==> config.mk <==
export PLATFORM = sky130hd
export DESIGN_NAME = periodic_timer_slot_bank_core
export DESIGN_NICKNAME = d
export VERILOG_FILES = /design/src/rtl/core/ptsb_pkg.sv /design/src/rtl/core/periodic_timer_slot_bank_core.sv /design/src/rtl/core/ptsb_ctrl.sv /design/src/rtl/core/ptsb_dp.sv
export SDC_FILE = /design/constraint.sdc
export NUM_CORES = 1
export LEC_CHECK = 0
export BUFFER_PORTS_ARGS = -buffer_cell sky130_fd_sc_hd__buf_2
export CAP_MARGIN = 20
export CORE_ASPECT_RATIO = 0.7
export CORE_MARGIN = 2
export CORE_UTILIZATION = 50
export DETAILED_ROUTE_END_ITERATION = 6
export GPL_TIMING_DRIVEN = 1
export PLACE_DENSITY_LB_ADDON = 0.05
export SETUP_SLACK_MARGIN = 0.15
export SLEW_MARGIN = 25
export SYNTH_ARGS = -nofsm -noshare
export SYNTH_HDL_FRONTEND = slang
export SYNTH_SLANG_ARGS = --single-unit
export TNS_END_PERCENT = 5
==> constraint.sdc <==
create_clock -name aclk -period 11.1 [get_ports aclk]
set_input_delay 2.775 -clock aclk [delete_from_list [all_inputs] [get_ports aclk]]
set_output_delay 2.775 -clock aclk [all_outputs]
set_load 0.1 [all_outputs]
==> src/rtl/core/ptsb_pkg.sv <==
package ptsb_pkg;

    localparam logic [1:0] KIND_ADD_OK   = 2'd0;
    localparam logic [1:0] KIND_ADD_REJ  = 2'd1;
    localparam logic [1:0] KIND_EXPIRY   = 2'd2;
    localparam logic [1:0] KIND_NO_EXP   = 2'd3;

    localparam logic [3:0] MAX_RESULTS   = 4'd8;

    localparam logic CMD_ADD  = 1'b0;
    localparam logic CMD_TICK = 1'b1;

    typedef struct packed {
        logic capture;
        logic add_take;
        logic add_reject;
        logic idx_inc;
        logic tick_rd;
        logic tick_upd;
        logic tick_fin;
    } ptsb_ctl_t;

    typedef struct packed {
        logic cmd_tick;
        logic add_bad;
        logic cur_active;
        logic idx_last;
        logic out_free;
        logic upd_needs_out;
    } ptsb_sts_t;

endpackage

==> src/rtl/core/periodic_timer_slot_bank_core.sv <==
// Add: the transfer is captured and dispatched, then the slots are scanned one per cycle from slot 0
// to the first free one; a full bank, a bad period or a missing handler gives a rejection.
// Tick: each slot takes a memory read and an update, then a final result; output stalls hold it.
// One item in flight at a time; a new transfer is taken only once the last result is registered.
// Reset (aresetn, synchronous, active low) frees every slot and clears control state;
// the slot memories are not cleared.
module periodic_timer_slot_bank_core
    import ptsb_pkg::*;
#(
    parameter int SLOTS = 8
)
(
    input  logic        aclk,
    input  logic        aresetn,
    input  logic        s_valid,
    output logic        s_ready,
    input  logic        s_command,
    input  logic [31:0] s_period,
    input  logic        s_handler_present,
    input  logic [7:0]  s_handler_id,
    input  logic [15:0] s_argument_tag,
    input  logic [7:0]  s_disable_mask,
    output logic        m_valid,
    input  logic        m_ready,
    output logic [1:0]  m_kind,
    output logic [2:0]  m_slot,
    output logic [7:0]  m_expired_handler,
    output logic [15:0] m_expired_tag,
    output logic        m_last
);

    ptsb_ctl_t ctl;
    ptsb_sts_t sts;

    ptsb_ctrl u_ctrl (
        .aclk    (aclk),
        .aresetn (aresetn),
        .s_valid (s_valid),
        .s_ready (s_ready),
        .sts     (sts),
        .ctl     (ctl)
    );

    ptsb_dp #(
        .SLOTS (SLOTS)
    ) u_dp (
        .aclk              (aclk),
        .aresetn           (aresetn),
        .ctl               (ctl),
        .sts               (sts),
        .s_command         (s_command),
        .s_period          (s_period),
        .s_handler_present (s_handler_present),
        .s_handler_id      (s_handler_id),
        .s_argument_tag    (s_argument_tag),
        .s_disable_mask    (s_disable_mask),
        .m_valid           (m_valid),
        .m_ready           (m_ready),
        .m_kind            (m_kind),
        .m_slot            (m_slot),
        .m_expired_handler (m_expired_handler),
        .m_expired_tag     (m_expired_tag),
        .m_last            (m_last)
    );

endmodule

==> src/rtl/core/ptsb_ctrl.sv <==
module ptsb_ctrl
    import ptsb_pkg::*;
(
    input  logic      aclk,
    input  logic      aresetn,
    input  logic      s_valid,
    output logic      s_ready,
    input  ptsb_sts_t sts,
    output ptsb_ctl_t ctl
);

    typedef enum logic [6:0] {
        ST_IDLE     = 7'b0000001,
        ST_DISPATCH = 7'b0000010,
        ST_ADD_SCAN = 7'b0000100,
        ST_REJECT   = 7'b0001000,
        ST_TICK_RD  = 7'b0010000,
        ST_TICK_EX  = 7'b0100000,
        ST_TICK_FIN = 7'b1000000
    } state_t;

    state_t state_reg, state_next;

    always_ff @(posedge aclk) begin
        if (!aresetn) begin
            state_reg <= ST_IDLE;
        end else begin
            state_reg <= state_next;
        end
    end

    always_comb begin
        state_next = state_reg;
        ctl        = '0;
        s_ready    = 1'b0;
        unique case (state_reg)
            ST_IDLE: begin
                s_ready = 1'b1;
                if (s_valid) begin
                    ctl.capture = 1'b1;
                    state_next  = ST_DISPATCH;
                end
            end
            ST_DISPATCH: begin
                if (sts.cmd_tick) begin
                    state_next = ST_TICK_RD;
                end else if (sts.add_bad) begin
                    state_next = ST_REJECT;
                end else begin
                    state_next = ST_ADD_SCAN;
                end
            end
            ST_ADD_SCAN: begin
                if (!sts.cur_active) begin
                    if (sts.out_free) begin
                        ctl.add_take = 1'b1;
                        state_next   = ST_IDLE;
                    end
                end else if (sts.idx_last) begin
                    state_next = ST_REJECT;
                end else begin
                    ctl.idx_inc = 1'b1;
                end
            end
            ST_REJECT: begin
                if (sts.out_free) begin
                    ctl.add_reject = 1'b1;
                    state_next     = ST_IDLE;
                end
            end
            ST_TICK_RD: begin
                ctl.tick_rd = 1'b1;
                state_next  = ST_TICK_EX;
            end
            ST_TICK_EX: begin
                if (!sts.upd_needs_out || sts.out_free) begin
                    ctl.tick_upd = 1'b1;
                    if (sts.idx_last) begin
                        state_next = ST_TICK_FIN;
                    end else begin
                        ctl.idx_inc = 1'b1;
                        state_next  = ST_TICK_RD;
                    end
                end
            end
            ST_TICK_FIN: begin
                if (sts.out_free) begin
                    ctl.tick_fin = 1'b1;
                    state_next   = ST_IDLE;
                end
            end
            default: begin
                state_next = ST_IDLE;
            end
        endcase
    end

endmodule

==> src/rtl/core/ptsb_dp.sv <==
module ptsb_dp
    import ptsb_pkg::*;
#(
    parameter int SLOTS = 8
)
(
    input  logic        aclk,
    input  logic        aresetn,
    input  ptsb_ctl_t   ctl,
    output ptsb_sts_t   sts,
    input  logic        s_command,
    input  logic [31:0] s_period,
    input  logic        s_handler_present,
    input  logic [7:0]  s_handler_id,
    input  logic [15:0] s_argument_tag,
    input  logic [7:0]  s_disable_mask,
    output logic        m_valid,
    input  logic        m_ready,
    output logic [1:0]  m_kind,
    output logic [2:0]  m_slot,
    output logic [7:0]  m_expired_handler,
    output logic [15:0] m_expired_tag,
    output logic        m_last
);

    localparam int IDX_W = (SLOTS > 1) ? $clog2(SLOTS) : 1;
    localparam logic [IDX_W-1:0] LAST_IDX = IDX_W'(SLOTS - 1);

    logic [31:0] rld_mem [SLOTS];
    logic [31:0] rem_mem [SLOTS];
    logic [7:0]  hdl_mem [SLOTS];
    logic [15:0] tag_mem [SLOTS];

    logic [31:0] rld_q, rem_q;
    logic [7:0]  hdl_q;
    logic [15:0] tag_q;

    logic             cmd_reg, present_reg;
    logic [31:0]      period_reg;
    logic [7:0]       hid_reg, mask_reg;
    logic [15:0]      tag_reg;

    logic [SLOTS-1:0] active_reg, active_next;
    logic [IDX_W-1:0] idx_reg, idx_next;
    logic [3:0]       cnt_reg, cnt_next;

    logic             pend_v_reg, pend_v_next;
    logic [2:0]       pend_slot_reg, pend_slot_next;
    logic [7:0]       pend_hdl_reg, pend_hdl_next;
    logic [15:0]      pend_tag_reg, pend_tag_next;

    logic             m_valid_reg, m_valid_next;
    logic [1:0]       kind_reg, kind_next;
    logic [2:0]       slot_reg, slot_next;
    logic [7:0]       hdl_out_reg, hdl_out_next;
    logic [15:0]      tag_out_reg, tag_out_next;
    logic             last_reg, last_next;

    logic [31:0] idx_ext;
    logic [31:0] dec;
    logic        cur_active, expire, off, report, out_free;
    logic        rem_we;
    logic [31:0] rem_wdata;

    assign idx_ext    = 32'(idx_reg);
    assign cur_active = active_reg[idx_reg];
    assign dec        = rem_q - 32'd1;
    assign expire     = cur_active && (dec == 32'd0);
    assign off        = (idx_ext < 32'd8) && mask_reg[idx_ext[2:0]];
    assign report     = expire && (cnt_reg < MAX_RESULTS);
    assign out_free   = !m_valid_reg || m_ready;

    assign sts.cmd_tick      = (cmd_reg == CMD_TICK);
    assign sts.add_bad       = (period_reg == 32'd0) || !present_reg;
    assign sts.cur_active    = cur_active;
    assign sts.idx_last      = (idx_reg == LAST_IDX);
    assign sts.out_free      = out_free;
    assign sts.upd_needs_out = report && pend_v_reg;

    // slot stores
    always_comb begin
        rem_we    = 1'b0;
        rem_wdata = dec;
        if (ctl.add_take) begin
            rem_we    = 1'b1;
            rem_wdata = period_reg;
        end else if (ctl.tick_upd && cur_active) begin
            rem_we = 1'b1;
            if (expire) begin
                rem_wdata = off ? 32'd0 : rld_q;
            end
        end
    end

    always_ff @(posedge aclk) begin
        if (ctl.add_take) begin
            rld_mem[idx_reg] <= period_reg;
            hdl_mem[idx_reg] <= hid_reg;
            tag_mem[idx_reg] <= tag_reg;
        end
        if (rem_we) begin
            rem_mem[idx_reg] <= rem_wdata;
        end
        if (ctl.tick_rd) begin
            rld_q <= rld_mem[idx_reg];
            rem_q <= rem_mem[idx_reg];
            hdl_q <= hdl_mem[idx_reg];
            tag_q <= tag_mem[idx_reg];
        end
    end

    always_ff @(posedge aclk) begin
        if (ctl.capture) begin
            cmd_reg     <= s_command;
            period_reg  <= s_period;
            present_reg <= s_handler_present;
            hid_reg     <= s_handler_id;
            tag_reg     <= s_argument_tag;
            mask_reg    <= s_disable_mask;
        end
        pend_slot_reg <= pend_slot_next;
        pend_hdl_reg  <= pend_hdl_next;
        pend_tag_reg  <= pend_tag_next;
        kind_reg      <= kind_next;
        slot_reg      <= slot_next;
        hdl_out_reg   <= hdl_out_next;
        tag_out_reg   <= tag_out_next;
        last_reg      <= last_next;
    end

    always_comb begin
        active_next    = active_reg;
        idx_next       = idx_reg;
        cnt_next       = cnt_reg;
        pend_v_next    = pend_v_reg;
        pend_slot_next = pend_slot_reg;
        pend_hdl_next  = pend_hdl_reg;
        pend_tag_next  = pend_tag_reg;
        m_valid_next   = m_valid_reg && !m_ready;
        kind_next      = kind_reg;
        slot_next      = slot_reg;
        hdl_out_next   = hdl_out_reg;
        tag_out_next   = tag_out_reg;
        last_next      = last_reg;

        if (ctl.capture) begin
            idx_next    = '0;
            cnt_next    = '0;
            pend_v_next = 1'b0;
        end
        if (ctl.idx_inc) begin
            idx_next = idx_reg + IDX_W'(1);
        end
        if (ctl.add_take) begin
            active_next[idx_reg] = 1'b1;
            m_valid_next = 1'b1;
            kind_next    = KIND_ADD_OK;
            slot_next    = 3'(idx_reg);
            hdl_out_next = '0;
            tag_out_next = '0;
            last_next    = 1'b1;
        end
        if (ctl.add_reject) begin
            m_valid_next = 1'b1;
            kind_next    = KIND_ADD_REJ;
            slot_next    = '0;
            hdl_out_next = '0;
            tag_out_next = '0;
            last_next    = 1'b1;
        end
        if (ctl.tick_upd) begin
            if (expire && off) begin
                active_next[idx_reg] = 1'b0;
            end
            if (report) begin
                if (pend_v_reg) begin
                    m_valid_next = 1'b1;
                    kind_next    = KIND_EXPIRY;
                    slot_next    = pend_slot_reg;
                    hdl_out_next = pend_hdl_reg;
                    tag_out_next = pend_tag_reg;
                    last_next    = 1'b0;
                end
                pend_v_next    = 1'b1;
                pend_slot_next = 3'(idx_reg);
                pend_hdl_next  = hdl_q;
                pend_tag_next  = tag_q;
                cnt_next       = cnt_reg + 4'd1;
            end
        end
        if (ctl.tick_fin) begin
            m_valid_next = 1'b1;
            last_next    = 1'b1;
            if (pend_v_reg) begin
                kind_next    = KIND_EXPIRY;
                slot_next    = pend_slot_reg;
                hdl_out_next = pend_hdl_reg;
                tag_out_next = pend_tag_reg;
            end else begin
                kind_next    = KIND_NO_EXP;
                slot_next    = '0;
                hdl_out_next = '0;
                tag_out_next = '0;
            end
            pend_v_next = 1'b0;
        end
    end

    always_ff @(posedge aclk) begin
        if (!aresetn) begin
            active_reg  <= '0;
            idx_reg     <= '0;
            cnt_reg     <= '0;
            pend_v_reg  <= 1'b0;
            m_valid_reg <= 1'b0;
        end else begin
            active_reg  <= active_next;
            idx_reg     <= idx_next;
            cnt_reg     <= cnt_next;
            pend_v_reg  <= pend_v_next;
            m_valid_reg <= m_valid_next;
        end
    end

    assign m_valid           = m_valid_reg;
    assign m_kind            = kind_reg;
    assign m_slot            = slot_reg;
    assign m_expired_handler = hdl_out_reg;
    assign m_expired_tag     = tag_out_reg;
    assign m_last            = last_reg;

endmodule
# After elaboration in Yosys (flattened, before gate mapping)
# Memories as Yosys holds them, arrays and structs flattened. A register that Yosys moved wholly into a read port is not among the register bits.
# Cells that the tools add are included.
[word_totals]
n_memories = 4
in_bits = 70
ff_bits = 147
latch_bits = 0
rom_bits = 0
elab_cells = 158
out_inout_bits = 32
mem_bits_rw = 704
[memory_table]
columns = ["name", "depth", "width", "read_ports", "rd_ports_with_merged_regs", "wr", "line", "rtl"]
rows = [
  ["u_dp.rem_mem", 8, 32, 1, 1, 1, "ptsb_dp.sv:30", "logic [31:0] rem_mem [SLOTS];"],
  ["u_dp.rld_mem", 8, 32, 1, 1, 1, "ptsb_dp.sv:29", "logic [31:0] rld_mem [SLOTS];"],
  ["u_dp.tag_mem", 8, 16, 1, 1, 1, "ptsb_dp.sv:32", "logic [15:0] tag_mem [SLOTS];"],
  ["u_dp.hdl_mem", 8, 8, 1, 1, 1, "ptsb_dp.sv:31", "logic [7:0] hdl_mem [SLOTS];"],
]
[classes]
n_eq_ne = 11
addsub = 3
mul = 0
n_reduce_logical = 22
shift = 0
n_div = 0
bitwise = 4
mux = 90
n_lt_le_gt_ge = 4
[ops]
columns = ["op", "count"]
rows = [
  ["$mux 32", 4],
  ["$mux 16", 7],
  ["$mux 8", 10],
  ["$logic_not 32->1", 2],
  ["$mux 7", 7],
  ["$pmux 7 s6", 1],
  ["$mux 1", 38],
  ["$sub 32x1->32 const B", 1],
  ["$mux 3", 9],
  ["$mux 4", 4],
  ["$mux 2", 6],
  ["$and 8x8->8", 1],
  ["$logic_and 1x1->1", 8],
  ["$lt 3x4->1 const B", 2],
  ["$not 8->8", 1],
  ["$or 8x8->8", 1],
  ["$eq 7x1->1 const B", 1],
  ["$eq 7x2->1 const B", 1],
  ["$eq 7x3->1 const B", 1],
  ["$eq 7x4->1 const B", 1],
  ["$eq 7x5->1 const B", 1],
  ["$eq 7x6->1 const B", 1],
  ["$eq 7x7->1 const B", 1],
  ["$bmux 1 s3", 2],
  ["other kinds (17)", 23],
]

# Longest topological paths before layout
# Gate-level depths: netlist (run 1).
[depth]
word_depth = 14
ltp_mapped = 12
ltp_nobuf = 10

# By module
# Synthesis (run 1) repeated with hierarchy kept, for this count alone.
[unflattened]
hier_cells = 2076
hier_area_um2 = 35285.1
[modules_own_cells]
columns = ["mod", "area_per_inst_um2", "cells_per_inst", "seq_area_each_um2", "instances"]
rows = [
  ["ptsb_dp", 34750.8, 2007, 27516.4, 1],
  ["ptsb_ctrl", 534.3, 69, 140.1, 1],
]

# Worst setup path after synthesis (run 1)
# Ideal clock, no wire load.
[synth_path]
path_kind = "register to register"
start = "register u_ctrl.state_reg[3]"
end = "register u_dp.hdl_q[0] (read register of u_dp.hdl_mem) (enable)"
period_less_slack_ns = 8.003
path_stages_with_launch = 5
setup_slack_ns = 3.097
setup_time_ns = 0.663
n_path_buf = 1
t_required_ns = 10.437
arrival_time_ns = 7.340
cell_sequence = "dfxtp_1 -> clkbuf_1 -> nor3_1 -> nand2_1 -> nor3b_1"
[synth_via]
elab_chain_cells = 2
[synth_rtl]
columns = ["element", "line", "rtl"]
rows = [
  ["from (decl)", "ptsb_ctrl.sv:22", "state_t state_reg, state_next;"],
  ["from (signal assigned)", "ptsb_ctrl.sv:28", "state_reg <= state_next;"],
  ["$eq 7x5->1", "ptsb_ctrl.sv:36", "unique case (state_reg)"],
  ["$mux 1", "ptsb_ctrl.sv:36", ""],
  ["to (decl)", "ptsb_dp.sv:35", "logic [7:0] hdl_q;"],
]
# Every way passes these cells.
# A chain may end at the register's enable or synchronous reset.

# Final worst setup path (run 1)
[layout_path]
start = "input m_ready"
end = "memory u_dp.rem_mem[3][26] (enable)"
[layout_via]
elab_chain_cells = 9
word_cells_on_any_way = 12
classes_between = "mux: 9; reduce/logical: 3"
[layout_rtl]
columns = ["element", "line", "rtl"]
rows = [
  ["from (decl)", "periodic_timer_slot_bank_core.sv:24", "input logic m_ready,"],
  ["$logic_or 1x1->1 (*)", "ptsb_dp.sv:71", "assign out_free = !m_valid_reg || m_ready;"],
  ["$logic_or 1x1->1", "ptsb_ctrl.sv:76", "if (!sts.upd_needs_out || sts.out_free) begin"],
  ["$mux 1", "ptsb_ctrl.sv:76", ""],
  ["$mux 1", "ptsb_ctrl.sv:36", ""],
  ["$logic_and 1x1->1", "ptsb_dp.sv:87", "end else if (ctl.tick_upd && cur_active) begin"],
  ["$mux 1", "ptsb_dp.sv:87", ""],
  ["$mux 1 (*)", "ptsb_dp.sv:84", "if (ctl.add_take) begin"],
  ["$mux 1 (*)", "ptsb_dp.sv:101", "if (rem_we) begin"],
  ["$mux 1 (implied by the code) (*)", "ptsb_dp.sv:102", "rem_mem[idx_reg] <= rem_wdata;"],
  ["to (decl)", "ptsb_dp.sv:30", ""],
]
# Mark *: on every way between the ends. The rest lies on a longest branch, timed or not.

==> results of run 1 <==
-- layer usage --
metal | GRT usage | wire, um | vias to the layer above
met5 | 0 | 0 | -
met4 | 0.0644 | 1840 | 0
met3 | 0.0615 | 8670 | 132
met2 | 0.376 | 40000 | 946
met1 | 0.399 | 42100 | 10103
li1 | - | - | 8517
-- synth_stat cells (10+ instances only) --
cell      instances
mux2_2           16
buf_1            14
mux2i_1          16
nor2b_1          16
clkbuf_1         93
nand4_1          90
nor4_1           27
nand2_1          38
a221oi_1         10
xnor2_1          15
edfxtp_1        885
a21oi_1          44
nor3_1           23
nor2_1           93
a21o_1           28
inv_1            13
a22o_1           32
dfxtp_1          54
nand3_1          17
o21ai_0          25
a22oi_1         319
-- cells by family after synthesis --
kind of cell             count (synthesis)  share of synthesized area
XOR/XNOR                                23                    0.00581
AO/OA/AOI/OAI                          506                      0.108
AND/OR/NAND/NOR                        374                     0.0601
multiplexers                            36                     0.0124
buffers and inverters                  131                     0.0151
flip-flops                             939                      0.797
adder cells (fa/ha/maj)                  5                    0.00180
-- per-stage QoR --
step / total power, mW / area (um2) / hold slack, ns / util / instances
finish: 6.96 / 39200 / 0.420 / 0.574 / 3107
global route: 7.16 / 39200 / 0.426 / 0.574 / 3107
CTS: 7.02 / 39200 / 0.420 / 0.574 / 3106
detailed placement: 4.08 / 36400 / 0.407 / 0.532 / 2942
global placement: 4.08 / 36300 / 0.404 / 0.532 / 2940
floorplan: 4.02 / 34700 / 0.400 / - / 2014
-- worst max-delay path by stage --
stage               cells past startpoint  slack [ns]                   to
detailed placement                      8        5.12   u_dp.rem_mem[3][7]
global placement                        8        5.09   u_dp.rem_mem[3][7]
CTS                                     8        5.81  u_dp.rem_mem[3][22]
global route                           11        5.65  u_dp.rem_mem[7][17]
finish                                  8        5.74  u_dp.rem_mem[3][26]
floorplan                               4        3.10        u_dp.hdl_q[0]
-- area by class of cell --
type	instances	share of cell area
Inverter	13	0.00128
Clock inverter	47	0.0108
Timing Repair Buffer	145	0.0226
Tap cell	902	0.0288
Multi-Input combinational cell	944	0.171
Clock buffer	117	0.0612
Sequential cell	939	0.705
-- power by group through the flow --
| stage | clock, mW | combinational, mW | sequential, mW |
|---|---|---|---|
| 6_report | 2.96 | 0.0557 | 3.95 |
| 5_1_grt | 3.14 | 0.0607 | 3.95 |
| 3_5_place_dp | 0 | 0.0564 | 4.03 |
| 3_3_place_gp | 0 | 0.0549 | 4.03 |
| 2_1_floorplan | 0 | 0.0258 | 4.00 |
| 4_1_cts | 3.01 | 0.0565 | 3.95 |
==> results.py, run 1 <==
metrics = {
    "synthesis": {
        "ys_async_sr_fraction": 0,
        "synth.top_cell.area_share": 0.766,
        "synth_enable_flop_cells": 885,
        "ys_seq_area_frac": 0.797,
        "synth_ff_type": "edfxtp_1",
        "synth_area_leader_cell": "edfxtp_1",
        "syn_inst": 2014,
        "synthTopCellsByArea": "edfxtp_1, a22oi_1, dfxtp_1, nand4_1, clkbuf_1",
        "synth_cell_types": 67,
        "ys_ff_latch": 939,
        "ys_warn_count": 0,
        "syn_area_per_cell_um2": 17.2,
        "syn_area_um2": 34700,
        "synth_nets": 2089,
    },
    "drt": {
        "antenna_left": 0,
        "post_drt_wl_per_cell_um": 29.8,
        "drc_errors": 0,
        "num_vias": 19698,
        "routed_via_density": 6.34,
        "wirelength_mm": 92.7,
        "firstDrtPassIters": 5,
        "drt_iter0_drc": 2373,
    },
    "critical_path": {
        "path_buf_inv": 2,
        "required_ns": 11.47,
        "crit_chain": "buf_2 -> nor2b_1 -> nand2_1 -> or2_2 -> or4_1 -> a31oi_2 -> nor2_4 -> buf_4",
        "worstPathMaxFanout": 18,
        "rr_endpoint": "u_dp.rem_mem[3][26]",
        "critPathMaxStageDelay_ns": 0.87,
        "r2r-start": "u_dp.rem_q[0]",
        "arrival_ns": 5.74,
        "rr_worst_depth": 11,
        "startpoint": "m_ready",
        "slowest_stage": "a31oi_2",
        "critical-path-top-delay-family": "simple AND/OR/NAND/NOR gates",
        "path_class": "input pin to flip-flop",
        "cp-end-kind": "flip-flop",
        "rrSetupSlack_ns": 5.87,
        "start_kind": "input pin",
    },
    "clock_network": {
        "clockBufferDepth": 3,
        "hold_buffers": 0,
        "cts_max_level": 3,
        "clkSinkCount": 939,
        "cts_setup_buffers": 0,
        "ctsResizeCount": 0,
        "clock-root-buffer": "clkbuf_16",
        "clk_pin_slew_ns": 0.06,
        "cts_tree": "done",
        "clk_latency_ns": 0.66,
        "cts_inserted_buffers": 88,
    },
    "power": {
        "internal_power_mw": 5.58,
        "ir_drop_mv": 0.114,
        "power.share.clock": 0.424,
        "p_seq_frac": 0.568,
        "power_density_nw_per_um2": 177,
        "leakagePower_nw": 12.5,
        "comb_power_share": 0.008,
        "p_switching_mw": 1.38,
        "switching_share": 0.198,
    },
    "hold_path": {
        "hold_path_depth": 0,
        "hold_class": "flip-flop to flip-flop",
        "worstHoldStart": "u_dp.hdl_q[3]",
        "worst_hold_path.endpoint": "u_dp.pend_hdl_reg[3]",
    },
    "grt": {
        "first_global_vias": 18989,
        "groute.usage.overall": 0.260,
        "antenna_found_initial": 2,
        "grt_pass1_wl_mm": 133,
        "grt_max_degree": 61,
        "grt_overflow": 0,
    },
    "placement": {
        "io_buffers": 101,
        "gp_congestion": 0.906,
        "post-place-ws_ns": 5.12,
        "dp_hpwl_mm": 52.9,
    },
    "floorplan": {
        "dieArea_um2": 71500,
        "fp-row-count": 80,
        "die_x_um": 319,
        "core_area_um2": 68400,
        "pin_count": 102,
        "start_util": 0.507,
        "fp.dieH_um": 224,
    },
    "timing": {
        "slew_viol_final": 0,
        "layout_setup_ws_ns": 5.74,
        "max_slew_margin": 0.222,
        "min_period_over_period": 0.483,
        "rsz0062_at_grt": "false",
        "fin_crit_ns": 5.36,
        "clock.fmax_mhz": 186,
        "hold_viol": 0,
        "worst_slew_pin_slew_ns": 1.15,
        "finalSetupTns_ns": 0,
        "setup_viol": 0,
        "fin_skew_ns": 0.0217,
    },
    "run": {
        "maxCapViolations": 0,
    },
    "finish": {
        "regArea_um2": 27700,
        "diodes": 0,
        "syn_to_final_growth_pct": 13.1,
        "drive_above_1_share": 0.158,
        "reg.largest.list": "u_dp.rem_mem x256, u_dp.rld_mem x256, u_dp.tag_mem x128",
        "fillCellCount": 5228,
        "final_cell_mix": "edfxtp_1, a22oi_1, buf_2, nand4_1, clkbuf_16",
        "layout_commonest_cell": "edfxtp_1",
        "multi_input_area_um2": 6690,
        "layout.nets": 2206,
    },
    "run_status": {
        "run_status": "complete, no violations",
    },
}
Note: power is estimated with default switching activity, not from simulation.
==> run 2, diff against run 1 <==
clock period = 4.4 ns   (was 11.1 ns; I/O delays follow)
==> run 2 against run 1 <==
Count of clock-buffer cells in the layout is 9 lower; register-to-register slack worse by 5.6 ns; die area stayed put; global-route usage is 0.25 points higher; non-clock buffer count is 30 higher; cell count is 0.84% higher; critical path depth is 2 higher; hold slack worse by 0.0030 ns; total power grew to 2.5 times the previous value; wire length is 0.89% higher; via count hardly changed; flip-flop and latch count stayed put; largest power group unchanged.
==> results.py, run 2 (synthesized netlist as in run 1, its figures left out) <==
metrics = {
    "timing": {
        "clock.fmax_mhz": 243,
        "fin_crit_ns": 4.11,
        "setup_viol": 0,
        "slew_viol_final": 0,
        "rsz0062_at_grt": "false",
        "fin_skew_ns": 0.0271,
        "fin_hold_ws_ns": 0.417,
        "worst_slew_pin_slew_ns": 1.06,
        "min_period_over_period": 0.934,
        "max_slew_margin": 0.289,
        "hold_viol": 0,
    },
    "finish": {
        "layout.nets": 2235,
        "post-route-util": 0.581,
        "final_cell_count_no_fill": 3133,
        "fillCellCount": 5204,
        "reg.largest.list": "u_dp.rem_mem x256, u_dp.rld_mem x256, u_dp.tag_mem x128",
        "final_cell_mix": "edfxtp_1, a22oi_1, buf_2, nand4_1, clkbuf_16",
        "diodes": 0,
        "syn_to_final_growth_pct": 14.6,
        "stdcell_area_um2": 39700,
        "drive_above_1_share": 0.169,
        "layout_commonest_cell": "edfxtp_1",
        "regArea_um2": 27700,
        "multi_input_area_um2": 6720,
    },
    "critical_path": {
        "cp-end-kind": "flip-flop",
        "start_kind": "flip-flop",
        "r2r-start": "u_dp.rem_q[20]",
        "critPathMaxStageDelay_ns": 0.59,
        "worstPathMaxFanout": 15,
        "startpoint": "u_dp.rem_q[20]",
        "arrival_ns": 4.49,
        "required_ns": 4.78,
        "slowest_stage": "or4_1",
        "path_class": "flip-flop to flip-flop",
        "crit_chain": "or4_1 -> or4_4 -> o31a_1 -> nor4_4 -> nand4_2 -> or4_1 -> a31oi_2 -> buf_12 -> nor2_4 -> buf_12",
    },
    "clock_network": {
        "cts_max_level": 3,
        "clk_pin_slew_ns": 0.06,
        "clk_latency_ns": 0.65,
        "cts_tree": "done",
        "clkSinkCount": 939,
        "cts_inserted_buffers": 87,
        "clockBufferDepth": 3,
        "clock-root-buffer": "clkbuf_16",
    },
    "drt": {
        "drt_iter0_drc": 2369,
        "drc_errors": 0,
        "routed_via_density": 6.29,
        "post_drt_wl_per_cell_um": 29.8,
        "num_vias": 19706,
        "wirelength_mm": 93.5,
        "antenna_left": 0,
        "firstDrtPassIters": 6,
    },
    "floorplan": {
        "die_x_um": 319,
        "fp-row-count": 80,
        "pin_count": 102,
        "fp.dieH_um": 224,
        "core_area_um2": 68400,
        "dieArea_um2": 71500,
        "start_util": 0.507,
    },
    "grt": {
        "grt_use_met2": 0.385,
        "grt_max_degree": 87,
        "groute.usage.overall": 0.262,
        "busiest_layer": "met1",
        "met1_usage": 0.398,
        "first_global_vias": 19013,
        "grtUsageMet3": 0.0590,
        "antenna_found_initial": 1,
        "grt_overflow": 0,
        "grt_pass1_wl_mm": 135,
    },
    "power": {
        "p_total_mw": 17.5,
        "leakagePower_nw": 12.7,
        "ir_drop_mv": 0.300,
        "power_density_nw_per_um2": 440,
    },
    "placement": {
        "gp_congestion": 0.933,
        "dp_hpwl_mm": 53.1,
        "postPlaceCellArea_um2": 36900,
        "place_inst": 2969,
        "io_buffers": 101,
    },
    "hold_path": {
        "hold_class": "flip-flop to flip-flop",
        "worstHoldStart": "u_dp.hdl_q[2]",
    },
    "run": {
        "maxCapViolations": 0,
    },
    "run_status": {
        "run_status": "complete, no violations",
    },
}
-- run 2: cell count changes in the layout (fill, tap and decap cells not counted), moves of 2 or more --
cell / before / now
clkbuf_16: 90 / 88
buf_16: 2 / 0
buf_6: 0 / 2
buf_4: 41 / 44
buf_12: 1 / 28
clkbuf_8: 5 / 0
bufinv_16: 6 / 8
clkinv_2: 19 / 21
clkbuf_1: 22 / 20
-- run 2: path summary, 6_finish.rpt --
kind	cells after the start	endpoint	slack, ns
setup / recovery	10	u_dp.rem_mem[5][19]	0.29
hold reg to reg	0	u_dp.pend_hdl_reg[2]	0.42
hold / removal	0	u_dp.pend_hdl_reg[2]	0.42
setup reg to reg	10	u_dp.rem_mem[5][19]	0.29
-- run 2: where the power goes --
group,internal [mW],switching [mW]
combinational,0.0413,0.104
clock,4.17,3.21
sequential,9.82,0.146
total,14.0,3.46
-- run 2: metrics by stage --
stage	setup TNS [ns]	setup slack (ns)
finish	0	0.290
global route	0	0.173
CTS	0	0.242
detailed placement	0	0.280
global placement	0	0.366
floorplan	-213.02	-0.616
-- run 2: worst max-delay path, delay by kind of cell (launching register included) --
family / cells / cell delay (ns)
flops: 1 / 0.45
simple gates: 6 / 2.38
compound gates: 2 / 0.60
buf+inv: 2 / 0.39
-- run 2: area by class of cell --
| cell class | instances | area share |
|---|---|---|
| Sequential cell | 939 | 0.696 |
| Multi-Input combinational cell | 944 | 0.169 |
| Clock buffer | 108 | 0.0573 |
| Timing Repair Buffer | 175 | 0.0357 |
| Tap cell | 902 | 0.0284 |
| Clock inverter | 52 | 0.0123 |
| Inverter | 13 | 0.00126 |
-- run 2: timing repair --
action	CTS	global route
buffers inserted	0	3
hold buffers	0	0
resized for setup	0	3
endpoints found under the setup margin	0	476
-- run 2: routing by layer --
layer  share of wire  wire (um)  up-vias
met5               0          0        -
met4           0.022       2060        0
met3           0.093       8700      132
met2            0.44      40900      860
met1            0.45      41800    10145
li1                -          -     8569
